$ cat src/rtl/hts_pkg.sv
// Package for the hysteresis thermostat: payload structs, event codes,
// register indexes, reset values and the front-to-back bundle type.
// No dependencies; every module of the block imports it.
package hts_pkg;

  localparam int unsigned MaxEvents = 3;
  localparam int unsigned EvIdxW    = $clog2(MaxEvents + 1);
  localparam int unsigned QDepth    = 2;
  localparam int unsigned QPtrW     = (QDepth > 1) ? $clog2(QDepth) : 1;
  localparam int unsigned QCntW     = $clog2(QDepth + 1);

  localparam int unsigned CfgIdxW  = 3;
  localparam int unsigned CfgDataW = 32;

  typedef enum logic [CfgIdxW-1:0] {
    REG_SETPOINT   = 3'd0,
    REG_HYST_BAND  = 3'd1,
    REG_ALARM_HIGH = 3'd2,
    REG_MIN_ON     = 3'd3,
    REG_MIN_OFF    = 3'd4,
    REG_TIMEOUT    = 3'd5
  } cfg_reg_e;

  typedef enum logic [2:0] {
    EV_SENSOR_LOST      = 3'd0,
    EV_SENSOR_RECOVERED = 3'd1,
    EV_OVER_TEMPERATURE = 3'd2,
    EV_OUTPUT_ON        = 3'd3,
    EV_OUTPUT_OFF       = 3'd4
  } event_kind_e;

  localparam logic signed [15:0] SetpointRst = 16'sd320;
  localparam logic [14:0]        BandRst     = 15'd16;
  localparam logic signed [15:0] AlarmRst    = 16'sd1280;
  localparam logic [31:0]        MinOnRst    = 32'd0;
  localparam logic [31:0]        MinOffRst   = 32'd0;
  localparam logic [31:0]        TimeoutRst  = 32'd5000;

  typedef struct packed {
    logic              sample_ok;
    logic signed [15:0] temperature;
    logic [31:0]       timestamp_ms;
  } in_t;

  typedef struct packed {
    logic [2:0]         event_kind;
    logic signed [15:0] event_temperature;
    logic [31:0]        event_time;
    logic               heater_level;
    logic [31:0]        switches_done;
    logic               last_event;
  } out_t;

  typedef struct packed {
    logic signed [15:0] setpoint;
    logic [14:0]        hysteresis_band;
    logic signed [15:0] alarm_high;
    logic [31:0]        min_on_ms;
    logic [31:0]        min_off_ms;
    logic [31:0]        sensor_timeout_ms;
  } cfg_t;

  // One event slot: kind, heater level after it, and whether it follows the
  // switch of this sample (selects the post-switch count).
  typedef struct packed {
    event_kind_e kind;
    logic        heater;
    logic        post;
  } ev_slot_t;

  typedef struct packed {
    logic [EvIdxW-1:0]            n;
    ev_slot_t [MaxEvents-1:0]     ev;
    logic signed [15:0]           temperature;
    logic [31:0]                  time_ms;
    logic [31:0]                  cnt_pre;
    logic [31:0]                  cnt_post;
  } bundle_t;

endpackage

$ cat src/rtl/hysteresis_thermostat_with_dwell.sv
// Top level of the hysteresis thermostat with dwell times.
// Depends on hts_pkg, hts_front, hts_queue and hts_back.
//
// Use: present one sample per request on the input channel (sample_ok,
// temperature in signed 1/16 degree, millisecond timestamp). Each sample
// yields zero to three event results on the output channel, the final one
// marked by last_event. The configuration channel writes one register per
// request (index 0..5); it is always ready, and writes to other indexes are
// dropped. Write configuration only while the block is idle.
// Path: a sample accepted by the front is written to the bundle queue, then
// loaded into the back's current-bundle register, which presents its first event.
// Throughput: the front takes a sample every cycle while the bundle queue
// has room; the back delivers one event per cycle while the receiver is
// ready, so a sample holds the single result port for each of its events
// (at most three), while silent samples never reach it.
// Reset: heater off, all latches clear, switch count zero, registers at
// their defaults; no clearing pass is needed.
// Receiver stall: the back holds its current event, the queue fills, and
// input ready drops only once the queue is full.
module hysteresis_thermostat_with_dwell (
  input  logic                          clk_i,
  input  logic                          rst_ni,
  input  logic                          in_valid_i,
  output logic                          in_ready_o,
  input  hts_pkg::in_t                  in_data_i,
  output logic                          out_valid_o,
  input  logic                          out_ready_i,
  output hts_pkg::out_t                 out_data_o,
  input  logic                          cfg_valid_i,
  output logic                          cfg_ready_o,
  input  logic [hts_pkg::CfgIdxW-1:0]   cfg_index_i,
  input  logic [hts_pkg::CfgDataW-1:0]  cfg_data_i
);
  import hts_pkg::*;

  cfg_t    cfg_q;
  logic    q_push, q_pop, q_full, q_valid;
  bundle_t q_wdata, q_rdata;

  // Configuration registers: keep only the low bits of each register width.
  assign cfg_ready_o = 1'b1;

  always_ff @(posedge clk_i or negedge rst_ni) begin
    if (!rst_ni) begin
      cfg_q.setpoint          <= SetpointRst;
      cfg_q.hysteresis_band   <= BandRst;
      cfg_q.alarm_high        <= AlarmRst;
      cfg_q.min_on_ms         <= MinOnRst;
      cfg_q.min_off_ms        <= MinOffRst;
      cfg_q.sensor_timeout_ms <= TimeoutRst;
    end else if (cfg_valid_i) begin
      case (cfg_index_i)
        REG_SETPOINT:   cfg_q.setpoint          <= cfg_data_i[15:0];
        REG_HYST_BAND:  cfg_q.hysteresis_band   <= cfg_data_i[14:0];
        REG_ALARM_HIGH: cfg_q.alarm_high        <= cfg_data_i[15:0];
        REG_MIN_ON:     cfg_q.min_on_ms         <= cfg_data_i;
        REG_MIN_OFF:    cfg_q.min_off_ms        <= cfg_data_i;
        REG_TIMEOUT:    cfg_q.sensor_timeout_ms <= cfg_data_i;
        default:        cfg_q                   <= cfg_q;
      endcase
    end
  end

  // Front: classify the sample and advance the control state.
  hts_front u_front (
    .clk_i      (clk_i),
    .rst_ni     (rst_ni),
    .cfg_i      (cfg_q),
    .in_valid_i (in_valid_i),
    .in_ready_o (in_ready_o),
    .in_data_i  (in_data_i),
    .push_o     (q_push),
    .bundle_o   (q_wdata),
    .q_full_i   (q_full)
  );

  // Queue: decouple the sample side from a stalled result side.
  hts_queue u_queue (
    .clk_i   (clk_i),
    .rst_ni  (rst_ni),
    .push_i  (q_push),
    .wdata_i (q_wdata),
    .full_o  (q_full),
    .pop_i   (q_pop),
    .valid_o (q_valid),
    .rdata_o (q_rdata)
  );

  // Back: serialise each bundle into individual event results.
  hts_back u_back (
    .clk_i       (clk_i),
    .rst_ni      (rst_ni),
    .q_valid_i   (q_valid),
    .q_data_i    (q_rdata),
    .pop_o       (q_pop),
    .out_valid_o (out_valid_o),
    .out_ready_i (out_ready_i),
    .out_data_o  (out_data_o)
  );

`ifndef SYNTH
  a_on_level : assert property (@(posedge clk_i) disable iff (!rst_ni)
    (out_valid_o && (out_data_o.event_kind == EV_OUTPUT_ON)) |-> out_data_o.heater_level)
    else $error("output-on event with heater low");
  a_off_level : assert property (@(posedge clk_i) disable iff (!rst_ni)
    (out_valid_o && (out_data_o.event_kind == EV_OUTPUT_OFF)) |-> !out_data_o.heater_level)
    else $error("output-off event with heater high");
  a_lost_level : assert property (@(posedge clk_i) disable iff (!rst_ni)
    (out_valid_o && (out_data_o.event_kind == EV_SENSOR_LOST)) |-> !out_data_o.heater_level)
    else $error("sensor-lost event with heater still on");
`endif

endmodule

$ cat src/rtl/hts_front.sv
// Front part: accepts samples, runs the thermostat decision combinationally,
// registers the state update on acceptance, and emits one event bundle per sample that causes events.
// Depends on hts_pkg.
module hts_front (
  input  logic            clk_i,
  input  logic            rst_ni,
  input  hts_pkg::cfg_t   cfg_i,
  input  logic            in_valid_i,
  output logic            in_ready_o,
  input  hts_pkg::in_t    in_data_i,
  output logic            push_o,
  output hts_pkg::bundle_t bundle_o,
  input  logic            q_full_i
);
  import hts_pkg::*;

  logic        heater_q, heater_d;
  logic        lost_q, lost_d;
  logic        latch_q, latch_d;
  logic        ever_valid_q, ever_valid_d;
  logic        ever_sw_q, ever_sw_d;
  logic [31:0] last_valid_q, last_valid_d;
  logic [31:0] last_sw_q, last_sw_d;
  logic [31:0] count_q, count_d;

  logic signed [16:0] t_x, sp_x, al_x, half_x, band_x;
  logic signed [16:0] on_thr, off_thr, rel_thr;
  logic [31:0]        el_sw, el_valid;
  logic               on_dwell_ok, off_dwell_ok;
  logic               accept;
  logic               sw;
  logic [EvIdxW-1:0]  n;
  ev_slot_t [MaxEvents-1:0] ev;

  assign in_ready_o = !q_full_i;
  assign accept     = in_valid_i && in_ready_o;

  assign t_x     = {in_data_i.temperature[15], in_data_i.temperature};
  assign sp_x    = {cfg_i.setpoint[15], cfg_i.setpoint};
  assign al_x    = {cfg_i.alarm_high[15], cfg_i.alarm_high};
  assign half_x  = {3'b000, cfg_i.hysteresis_band[14:1]};
  assign band_x  = {2'b00, cfg_i.hysteresis_band};
  assign on_thr  = sp_x - half_x;
  assign off_thr = sp_x + half_x;
  assign rel_thr = al_x - band_x;

  assign el_sw    = in_data_i.timestamp_ms - last_sw_q;
  assign el_valid = in_data_i.timestamp_ms - last_valid_q;
  assign on_dwell_ok  = !ever_sw_q || (el_sw >= cfg_i.min_off_ms);
  assign off_dwell_ok = !ever_sw_q || (el_sw >= cfg_i.min_on_ms);

  always_comb begin
    heater_d     = heater_q;
    lost_d       = lost_q;
    latch_d      = latch_q;
    ever_valid_d = ever_valid_q;
    sw           = 1'b0;
    n            = '0;
    for (int i = 0; i < MaxEvents; i++) begin
      ev[i] = '{kind: EV_SENSOR_LOST, heater: 1'b0, post: 1'b0};
    end
    last_valid_d = last_valid_q;

    if (!in_data_i.sample_ok) begin
      if (ever_valid_q && (el_valid >= cfg_i.sensor_timeout_ms) && !lost_q) begin
        lost_d = 1'b1;
        // safety stop: dwell does not hold back this switch off
        if (heater_q) begin
          heater_d = 1'b0;
          sw       = 1'b1;
          ev[n]    = '{kind: EV_OUTPUT_OFF, heater: 1'b0, post: 1'b1};
          n        = n + 1'b1;
        end
        ev[n] = '{kind: EV_SENSOR_LOST, heater: 1'b0, post: sw};
        n     = n + 1'b1;
      end
    end else begin
      if (lost_q) begin
        lost_d = 1'b0;
        ev[n]  = '{kind: EV_SENSOR_RECOVERED, heater: heater_q, post: 1'b0};
        n      = n + 1'b1;
      end
      last_valid_d = in_data_i.timestamp_ms;
      ever_valid_d = 1'b1;
      if (t_x >= al_x) begin
        if (!latch_q) begin
          latch_d = 1'b1;
          ev[n]   = '{kind: EV_OVER_TEMPERATURE, heater: heater_q, post: 1'b0};
          n       = n + 1'b1;
        end
        if (heater_q) begin
          heater_d = 1'b0;
          sw       = 1'b1;
          ev[n]    = '{kind: EV_OUTPUT_OFF, heater: 1'b0, post: 1'b1};
          n        = n + 1'b1;
        end
      end else begin
        latch_d = latch_q && !(t_x < rel_thr);
        if (!latch_d) begin
          if (!heater_q && (t_x <= on_thr)) begin
            if (on_dwell_ok) begin
              heater_d = 1'b1;
              sw       = 1'b1;
              ev[n]    = '{kind: EV_OUTPUT_ON, heater: 1'b1, post: 1'b1};
              n        = n + 1'b1;
            end
          end else if (heater_q && (t_x >= off_thr)) begin
            if (off_dwell_ok) begin
              heater_d = 1'b0;
              sw       = 1'b1;
              ev[n]    = '{kind: EV_OUTPUT_OFF, heater: 1'b0, post: 1'b1};
              n        = n + 1'b1;
            end
          end
        end
      end
    end

    ever_sw_d = ever_sw_q || sw;
    last_sw_d = sw ? in_data_i.timestamp_ms : last_sw_q;
    count_d   = sw ? count_q + 32'd1 : count_q;
  end

  assign push_o               = accept && (n != '0);
  assign bundle_o.n           = n;
  assign bundle_o.ev          = ev;
  assign bundle_o.temperature = in_data_i.temperature;
  assign bundle_o.time_ms     = in_data_i.timestamp_ms;
  assign bundle_o.cnt_pre     = count_q;
  assign bundle_o.cnt_post    = count_d;

  always_ff @(posedge clk_i or negedge rst_ni) begin
    if (!rst_ni) begin
      heater_q     <= 1'b0;
      lost_q       <= 1'b0;
      latch_q      <= 1'b0;
      ever_valid_q <= 1'b0;
      ever_sw_q    <= 1'b0;
      last_valid_q <= '0;
      last_sw_q    <= '0;
      count_q      <= '0;
    end else if (accept) begin
      heater_q     <= heater_d;
      lost_q       <= lost_d;
      latch_q      <= latch_d;
      ever_valid_q <= ever_valid_d;
      ever_sw_q    <= ever_sw_d;
      last_valid_q <= last_valid_d;
      last_sw_q    <= last_sw_d;
      count_q      <= count_d;
    end
  end

endmodule

$ cat src/rtl/hts_queue.sv
// Short queue of event bundles between the front and back parts.
// Depends on hts_pkg (bundle_t, QDepth and pointer widths).
module hts_queue (
  input  logic             clk_i,
  input  logic             rst_ni,
  input  logic             push_i,
  input  hts_pkg::bundle_t wdata_i,
  output logic             full_o,
  input  logic             pop_i,
  output logic             valid_o,
  output hts_pkg::bundle_t rdata_o
);
  import hts_pkg::*;

  bundle_t           mem_q [QDepth];
  logic [QPtrW-1:0]  wr_ptr_q, rd_ptr_q;
  logic [QCntW-1:0]  count_q;

  assign full_o  = (count_q == QCntW'(QDepth));
  assign valid_o = (count_q != '0);
  assign rdata_o = mem_q[rd_ptr_q];

  always_ff @(posedge clk_i) begin
    if (push_i) begin
      mem_q[wr_ptr_q] <= wdata_i;
    end
  end

  always_ff @(posedge clk_i or negedge rst_ni) begin
    if (!rst_ni) begin
      wr_ptr_q <= '0;
      rd_ptr_q <= '0;
      count_q  <= '0;
    end else begin
      if (push_i) begin
        wr_ptr_q <= (wr_ptr_q == QPtrW'(QDepth - 1)) ? '0 : wr_ptr_q + 1'b1;
      end
      if (pop_i) begin
        rd_ptr_q <= (rd_ptr_q == QPtrW'(QDepth - 1)) ? '0 : rd_ptr_q + 1'b1;
      end
      case ({push_i, pop_i})
        2'b10:   count_q <= count_q + 1'b1;
        2'b01:   count_q <= count_q - 1'b1;
        default: count_q <= count_q;
      endcase
    end
  end

`ifndef SYNTH
  a_no_overflow : assert property (@(posedge clk_i) disable iff (!rst_ni)
    push_i |-> (count_q < QCntW'(QDepth)))
    else $error("queue written while full");
  a_no_underflow : assert property (@(posedge clk_i) disable iff (!rst_ni)
    pop_i |-> (count_q != '0))
    else $error("queue read while empty");
  a_count_bound : assert property (@(posedge clk_i) disable iff (!rst_ni)
    (push_i && !pop_i) |=> (count_q == $past(count_q) + 1'b1))
    else $error("queue count lost a write");
`endif

endmodule

$ cat src/rtl/hts_back.sv
// Back part: takes one event bundle at a time and delivers its events one
// per cycle on the result channel while it is ready. Depends on hts_pkg.
module hts_back (
  input  logic             clk_i,
  input  logic             rst_ni,
  input  logic             q_valid_i,
  input  hts_pkg::bundle_t q_data_i,
  output logic             pop_o,
  output logic             out_valid_o,
  input  logic             out_ready_i,
  output hts_pkg::out_t    out_data_o
);
  import hts_pkg::*;

  bundle_t           cur_q;
  logic [EvIdxW-1:0] idx_q;
  logic              busy_q;
  logic              last;
  logic              taken;
  ev_slot_t          slot;

  assign slot  = cur_q.ev[idx_q];
  assign last  = (idx_q == cur_q.n - 1'b1);
  assign taken = busy_q && out_ready_i;
  assign pop_o = q_valid_i && (!busy_q || (taken && last));

  assign out_valid_o                  = busy_q;
  assign out_data_o.event_kind        = slot.kind;
  assign out_data_o.event_temperature = cur_q.temperature;
  assign out_data_o.event_time        = cur_q.time_ms;
  assign out_data_o.heater_level      = slot.heater;
  assign out_data_o.switches_done     = slot.post ? cur_q.cnt_post : cur_q.cnt_pre;
  assign out_data_o.last_event        = last;

  always_ff @(posedge clk_i) begin
    if (pop_o) begin
      cur_q <= q_data_i;
    end
  end

  always_ff @(posedge clk_i or negedge rst_ni) begin
    if (!rst_ni) begin
      busy_q <= 1'b0;
      idx_q  <= '0;
    end else if (pop_o) begin
      busy_q <= 1'b1;
      idx_q  <= '0;
    end else if (taken) begin
      if (last) begin
        busy_q <= 1'b0;
      end else begin
        idx_q <= idx_q + 1'b1;
      end
    end
  end

endmodule

$ cat config.mk
export PLATFORM = sky130hd
export DESIGN_NAME = hysteresis_thermostat_with_dwell
export DESIGN_NICKNAME = d
export VERILOG_FILES = /design/src/rtl/hts_pkg.sv /design/src/rtl/hysteresis_thermostat_with_dwell.sv /design/src/rtl/hts_front.sv /design/src/rtl/hts_queue.sv /design/src/rtl/hts_back.sv
export SDC_FILE = /design/constraint.sdc
export NUM_CORES = 1
export LEC_CHECK = 0
export ABC_AREA = 1
export CAP_MARGIN = 0
export CORE_MARGIN = 2
export CORE_UTILIZATION = 55
export CTS_BUF_LIST = sky130_fd_sc_hd__clkbuf_16
export DETAILED_ROUTE_END_ITERATION = 12
export DONT_BUFFER_PORTS = 1
export PLACE_DENSITY = 0.75
export RECOVER_POWER = 50
export SYNTH_ARGS = -nofsm -noshare
export SYNTH_HDL_FRONTEND = slang
export SYNTH_SLANG_ARGS = --single-unit
export TNS_END_PERCENT = 50
$ cat constraint.sdc
create_clock -name clk_i -period 10.12 [get_ports clk_i]
set_input_delay 2.024 -clock clk_i [delete_from_list [all_inputs] [get_ports clk_i]]
set_output_delay 2.024 -clock clk_i [all_outputs]
set_load 0.05 [all_outputs]
==> flow_metrics.tcl, run 1 <==
set metrics [dict create \
    slew_headroom_pct -193 \
    cp-start-kind "primary input" \
    drt_pass1_iterations 6 \
    crit_arrival_ns 7.78 \
    layout-drive-gt1-share_pct 8.88 \
    worstPathMaxFanout 56 \
    slew_viol_final 319 \
    gr-max-usage-layer "met2" \
    cts-htree-levels 2 \
    synth_simple_gate_area_share_pct 12.9 \
    start_util_pct 55.3 \
    antenna_found_initial 0 \
    grt_use_met1_pct 34.0 \
    portBuffers 0 \
    post_cts_buffers 0 \
    core_region_area_um2 61500 \
    finalSetupTns_ns 0 \
    postSynthAreaPerCell_um2 9.97 \
    hpwlAfterDp_mm 55.2 \
    rows 91 \
    overflow 0 \
    clk_latency_ns 0.65 \
    synthXorXnorAreaFrac_pct 3.53 \
    die_w_um 253 \
    synth-async-reset-ratio_pct 40.1 \
    wl_mm 75.8 \
    reg2reg_slack_ns 3.72 \
    cts_tree "yes" \
    synth_flop_cell "edfxtp_1" \
    yosysMostFrequentCell "nand2_1" \
    drt_iter0_markers 1737 \
    max_stage_delay_ns 0.68 \
    violations "capacitance limit, slew limit" \
    grt_pass1_vias 21994 \
    crit_path_frequent_cell "nand2_1" \
    die_area_um2 63900 \
    period_share_pct 74.0 \
    synth.top_cell.area_share_pct 33.1 \
    worst_pin_slew_ns 4.39 \
    cts_root_buf "clkbuf_16" \
    synthTopCellsByArea "edfxtp_1, dfrtp_1, ha_1" \
    grt.met3_usage_pct 4.96 \
    finClkSkew_ns 0.0274 \
    avgViaCountPerCell 5.46 \
    rsz0062_at_grt "no" \
    yosysTopAreaCell "edfxtp_1" \
    synth_area_um2 34000 \
    critPathKind "primary input to flop" \
    clockBufferDepth 3 \
    gp_congestion 0.943 \
    hold_buffers 0 \
    ys_top_cells_by_count "nand2_1, inv_1, edfxtp_1" \
    syn_inst 3411 \
    synth_compound_gate_area_share_pct 9.03 \
    ys_warn_count 0 \
    synth_top_family_by_area "simple AND/OR/NAND/NOR gates" \
    peakVddDrop_v 0.000197 \
    hold_viol 0 \
    grt_max_degree 252 \
    cp-end-kind "flop" \
    grt_pass1_wl_mm 120 \
    grt_usage_pct 24.0 \
    ys_ff_latch 626 \
    clkTransAtPathRegs_ns 0.06 \
    setup_violations 0 \
    hold_class "flop to flop" \
    num_antenna_cells 0 \
    yosysSeqAreaShare_pct 51.6 \
    slowest_stage "nor2_4" \
    wl_per_cell_um 18.1 \
    cts_resized 0 \
    numCtsBuffers 61 \
    synth-edff-count 375 \
    synthAdderAreaFrac_pct 10.6 \
    stdcell_area_um2 36400 \
    min_period_ns 7.49 \
    ant_nets 0 \
    critPathRequiredTime_ns 10.42 \
    maxCapViolCount 5 \
    gr-usage-met2_pct 37.5 \
    fmax_mhz 134 \
    leakagePower_nw 16.2 \
    synthMuxAreaShare_pct 5.20 \
    die_y_um 253 \
    post_dp_cell_area_um2 34400 \
    ys_types 61 \
    clock-sinks 626 \
    syn_nets 3784 \
    syn2layout_area_growth_pct 6.87 \
    num_vias 22858 \
    floorplan.io_pins 177 \
    pwr_density_cell_nw_per_um2 334 \
    fin_nets 3719 \
    drc 0 \
    status "finished with violations" \
]
-- power breakdown --
part,internal (W),switching (W)
logic,0.00184,0.00353
clock network,0.00126,0.000967
registers,0.00379,0.000757
total,0.00690,0.00525
-- path summary, 6_finish.rpt --
kind / cells past startpoint / end / start
worst max-delay path: 34 / u_queue.mem_q[1][85]$_DFFE_PP_ / in_data_i[0]
worst min-delay path: 2 / cfg_q[28]$_DFFE_PN0P_ / cfg_q[28]$_DFFE_PN0P_
worst max register to register: 34 / u_queue.mem_q[1][85]$_DFFE_PP_ / u_front.last_sw_q[2]$_DFFE_PN0P_
worst min register to register: 2 / cfg_q[28]$_DFFE_PN0P_ / cfg_q[28]$_DFFE_PN0P_
max in group asynchronous: 0 / u_front.count_q[17]$_DFFE_PN0P_ / rst_ni
min in group asynchronous: 0 / cfg_q[117]$_DFFE_PN0P_ / rst_ni
-- worst max-delay path: cells and delay by family --
kind,cells,cell delay (ns)
simple gates,19,2.39
buf+inv,5,0.68
compound gates,6,1.27
fa+ha+maj,4,1.34
-- layer usage --
| layer | vias to the layer above | wire (um) |
|---|---|---|
| met2 | 573 | 34200 |
| met1 | 10834 | 34600 |
| met3 | 106 | 5120 |
| met5 | - | 0 |
| li1 | 11345 | - |
| met4 | 0 | 1930 |
-- layout by cell type, fill, tap and decap left out, drive strengths merged, types with 99 or more instances in the layout --
cell type / synthesis / layout
edfxtp: 375 / 375
a21oi: 181 / 181
inv: 440 / 456
nand3: 99 / 99
o21ai: 305 / 305
dfrtp: 241 / 241
mux2: 157 / 157
xor2: 103 / 103
nor2: 147 / 147
nand2: 723 / 723
ha: 279 / 279
-- state kept, by name, summed over array words and instances, names as in the netlist --
name / cells
u_front.heater_q: 1
cfg_q: 143
u_front.ever_sw_q: 1
u_queue.rd_ptr_q: 1
u_back.idx_q: 2
u_queue.count_q: 2
u_back.cur_q: 77
u_back.out_data_o: 48
u_front.lost_q: 1
u_queue.mem_q: 250
u_front.last_valid_q: 32
u_front.ever_valid_q: 1
u_front.latch_q: 1
u_back.out_valid_o: 1
u_front.count_q: 32
u_queue.wr_ptr_q: 1
u_front.last_sw_q: 32
-- area by class of cell --
| type | count | area, um2 |
|---|---|---|
| Sequential cell | 626 | 17600 |
| Clock buffer | 63 | 1580 |
| Clock inverter | 53 | 410 |
| Multi-Input combinational cell | 2205 | 14100 |
| Fill cell | 5089 | 25100 |
| Timing Repair Buffer | 10 | 109 |
| Inverter | 442 | 1660 |
| Tap cell | 790 | 988 |
-- per-stage QoR --
stage	instances	hold WS [ns]	power [W]	setup slack [ns]	util [%]
4_1_cts	4189	0.487	0.0122	2.57	59.2
6_report	4189	0.481	0.0121	2.63	59.1
3_5_place_dp	4073	0.472	0.00989	1.91	55.9
3_3_place_gp	4073	0.458	0.00978	2.00	55.9
2_1_floorplan	3411	0.440	0.00877	0.715	-
5_1_grt	4189	0.496	0.0130	2.12	59.1
-- kinds of logic (layout without fill, tap and decap cells) --
family / Yosys count / in the layout
xor+xnor: 137 / 137
compound gates: 563 / 563
other cells: 1 / 1
simple gates: 1063 / 1063
mux: 157 / 157
fa+ha+maj: 284 / 284
flops: 626 / 626
buf+inv: 580 / 568
(Power assumes the default switching activity.)
==> run 2: changes to the inputs <==
- clock period: 10.12 -> 6.2 ns (I/O delays scaled with it)
==> flow_metrics.tcl, run 2 (synthesis results as in run 1) <==
set metrics [dict create \
    holdWs_ns 0.339 \
    cp-end-kind "flop" \
    ant_nets 0 \
    period_share_pct 91.5 \
    crit_path_frequent_cell "nand2_1" \
    layout-drive-gt1-share_pct 11.1 \
    r2r_start "cfg_q[113]$_DFFE_PN0P_" \
    clockBufferDepth 3 \
    violations "capacitance limit, slew limit" \
    slowest_stage "dfrtp_1" \
    clk_latency_ns 0.61 \
    status "finished with violations" \
    grt_pass1_wl_mm 124 \
    clock-sinks 626 \
    leakagePower_nw 16.6 \
    critPathKind "flop to flop" \
    portBuffers 0 \
    grt_max_degree 252 \
    cts-htree-levels 3 \
    rsz0062_at_grt "no" \
    top_register "u_queue.mem_q" \
    wl_mm 78.4 \
    drc 0 \
    fin_nets 3785 \
    peakVddDrop_v 0.000230 \
    core_region_area_um2 61500 \
    rows 91 \
    grt_pass1_vias 22991 \
    num_antenna_cells 0 \
    stdcell_area_um2 37200 \
    reg2regPathDepth 31 \
    critPathRequiredTime_ns 6.50 \
    reg2reg_slack_ns 0.53 \
    worstReg2RegEnd "u_queue.mem_q[0][103]$_DFFE_PP_" \
    numCtsBuffers 67 \
    post_cts_buffers 0 \
    final_common_cell "nand2_1" \
    cts_root_buf "clkbuf_16" \
    final_cell_mix "nand2_1, inv_1, edfxtp_1, o21ai_0, ha_1" \
    drt_pass1_iterations 5 \
    crit_arrival_ns 5.97 \
    num_vias 23202 \
    gp_congestion 0.923 \
    drt_iter0_markers 1860 \
    drt-met1-wl_mm 35.1 \
    worst_pin_slew_ns 3.21 \
    avgViaCountPerCell 5.45 \
    slew_viol_final 269 \
    syn2layout_area_growth_pct 9.48 \
    min_period_ns 5.67 \
    post_dp_cell_area_um2 35100 \
    cts_resized 0 \
    worstPathMaxFanout 26 \
    pwr_density_cell_nw_per_um2 552 \
    antenna_found_initial 0 \
    die_y_um 253 \
    finClkSkew_ns 0.0277 \
    maxCapViolCount 4 \
    maxUsedRoutingLayer "met4" \
    overflow 0 \
    hold_viol 0 \
    dr_wl_met3_mm 5.63 \
    top_regs "u_queue.mem_q: 250 flops, cfg_q: 143 flops, u_back.cur_q: 77 flops" \
    hold_buffers 0 \
    floorplan.io_pins 177 \
    wl_per_cell_um 18.4 \
    fmax_mhz 176 \
    clkTransAtPathRegs_ns 0.06 \
    post-route-util_pct 60.6 \
    grt_usage_pct 24.9 \
    die_w_um 253 \
    cp-start-kind "flop" \
    largest_register_ffs 250 \
    die_area_um2 63900 \
    hpwlAfterDp_mm 58.1 \
    cts_tree "yes" \
    route.met2.wl_mm 34.9 \
    setup_violations 0 \
    power_w 0.0205 \
    hold_class "primary input to asynchronous set/reset pin" \
    max_stage_delay_ns 0.43 \
    slew_headroom_pct -114 \
    start_util_pct 55.3 \
]
-- run 2: cell count changes in the layout (fill, tap and decap cells not counted), moves of 4 or more --
cell       change
inv_6          +4
clkbuf_16      +7
buf_4         +44
clkinv_2       -6
buf_12        +16
mux2_1         -5
a21oi_2        +5
inv_1          +5
mux2_2         +5
a21oi_1        -5
-- run 2: routing by layer --
metal	global-route usage [%]	up-vias
li1	-	11455
met1	33.7	10982
met2	38.9	602
met3	5.87	163
met4	9.50	0
met5	0	-
-- run 2: area by class of cell --
class / instances / area [um2]
Inverter: 442 / 1680
Clock buffer: 70 / 1750
Clock inverter: 53 / 400
Timing Repair Buffer: 70 / 761
Sequential cell: 626 / 17600
Tap cell: 790 / 988
Multi-Input combinational cell: 2205 / 14100
Fill cell: 5006 / 24200
-- run 2: critical path, delay by kind of cell (launching register included) --
family / cells / cell delay, ns
AOI/OAI and AO/OA: 8 / 1.50
adders and majority gates: 3 / 0.96
buffers and inverters: 3 / 0.51
DFF: 1 / 0.43
and+or+nand+nor: 17 / 1.95
-- run 2: worst max path at each step --
stage | endpoint | cells past startpoint | startpoint | slack, ns
6_report | u_queue.mem_q[0][103]$_DFFE_PP_ | 31 | cfg_q[113]$_DFFE_PN0P_ | 0.53
5_1_grt | u_queue.mem_q[0][111]$_DFFE_PP_ | 30 | cfg_q[113]$_DFFE_PN0P_ | 0.03
4_1_cts | u_queue.mem_q[0][99]$_DFFE_PP_ | 32 | cfg_q[113]$_DFFE_PN0P_ | 0.65
3_5_place_dp | u_queue.mem_q[0][110]$_DFFE_PP_ | 36 | in_data_i[0] | 0.05
2_1_floorplan | u_queue.mem_q[0][0]$_DFFE_PP_ | 33 | in_data_i[0] | -0.69
3_3_place_gp | u_queue.mem_q[0][105]$_DFFE_PP_ | 26 | in_data_i[4] | 0.11
-- run 2: report_power, final --
group          internal [W]  switching, W  leakage, nW
Clock               0.00223       0.00165         1.10
Sequential          0.00616       0.00130         6.68
Combinational       0.00336       0.00584         8.85
-- run 2: metrics by stage --
step / TNS (ns) / cells / worst slack [ns]
4_1_cts: 0 / 4256 / 0.652
5_1_grt: 0 / 4256 / 0.0335
3_3_place_gp: 0 / 4133 / 0.109
6_report: 0 / 4256 / 0.525
2_1_floorplan: -172.32 / 3411 / -0.689
3_5_place_dp: 0 / 4133 / 0.0548
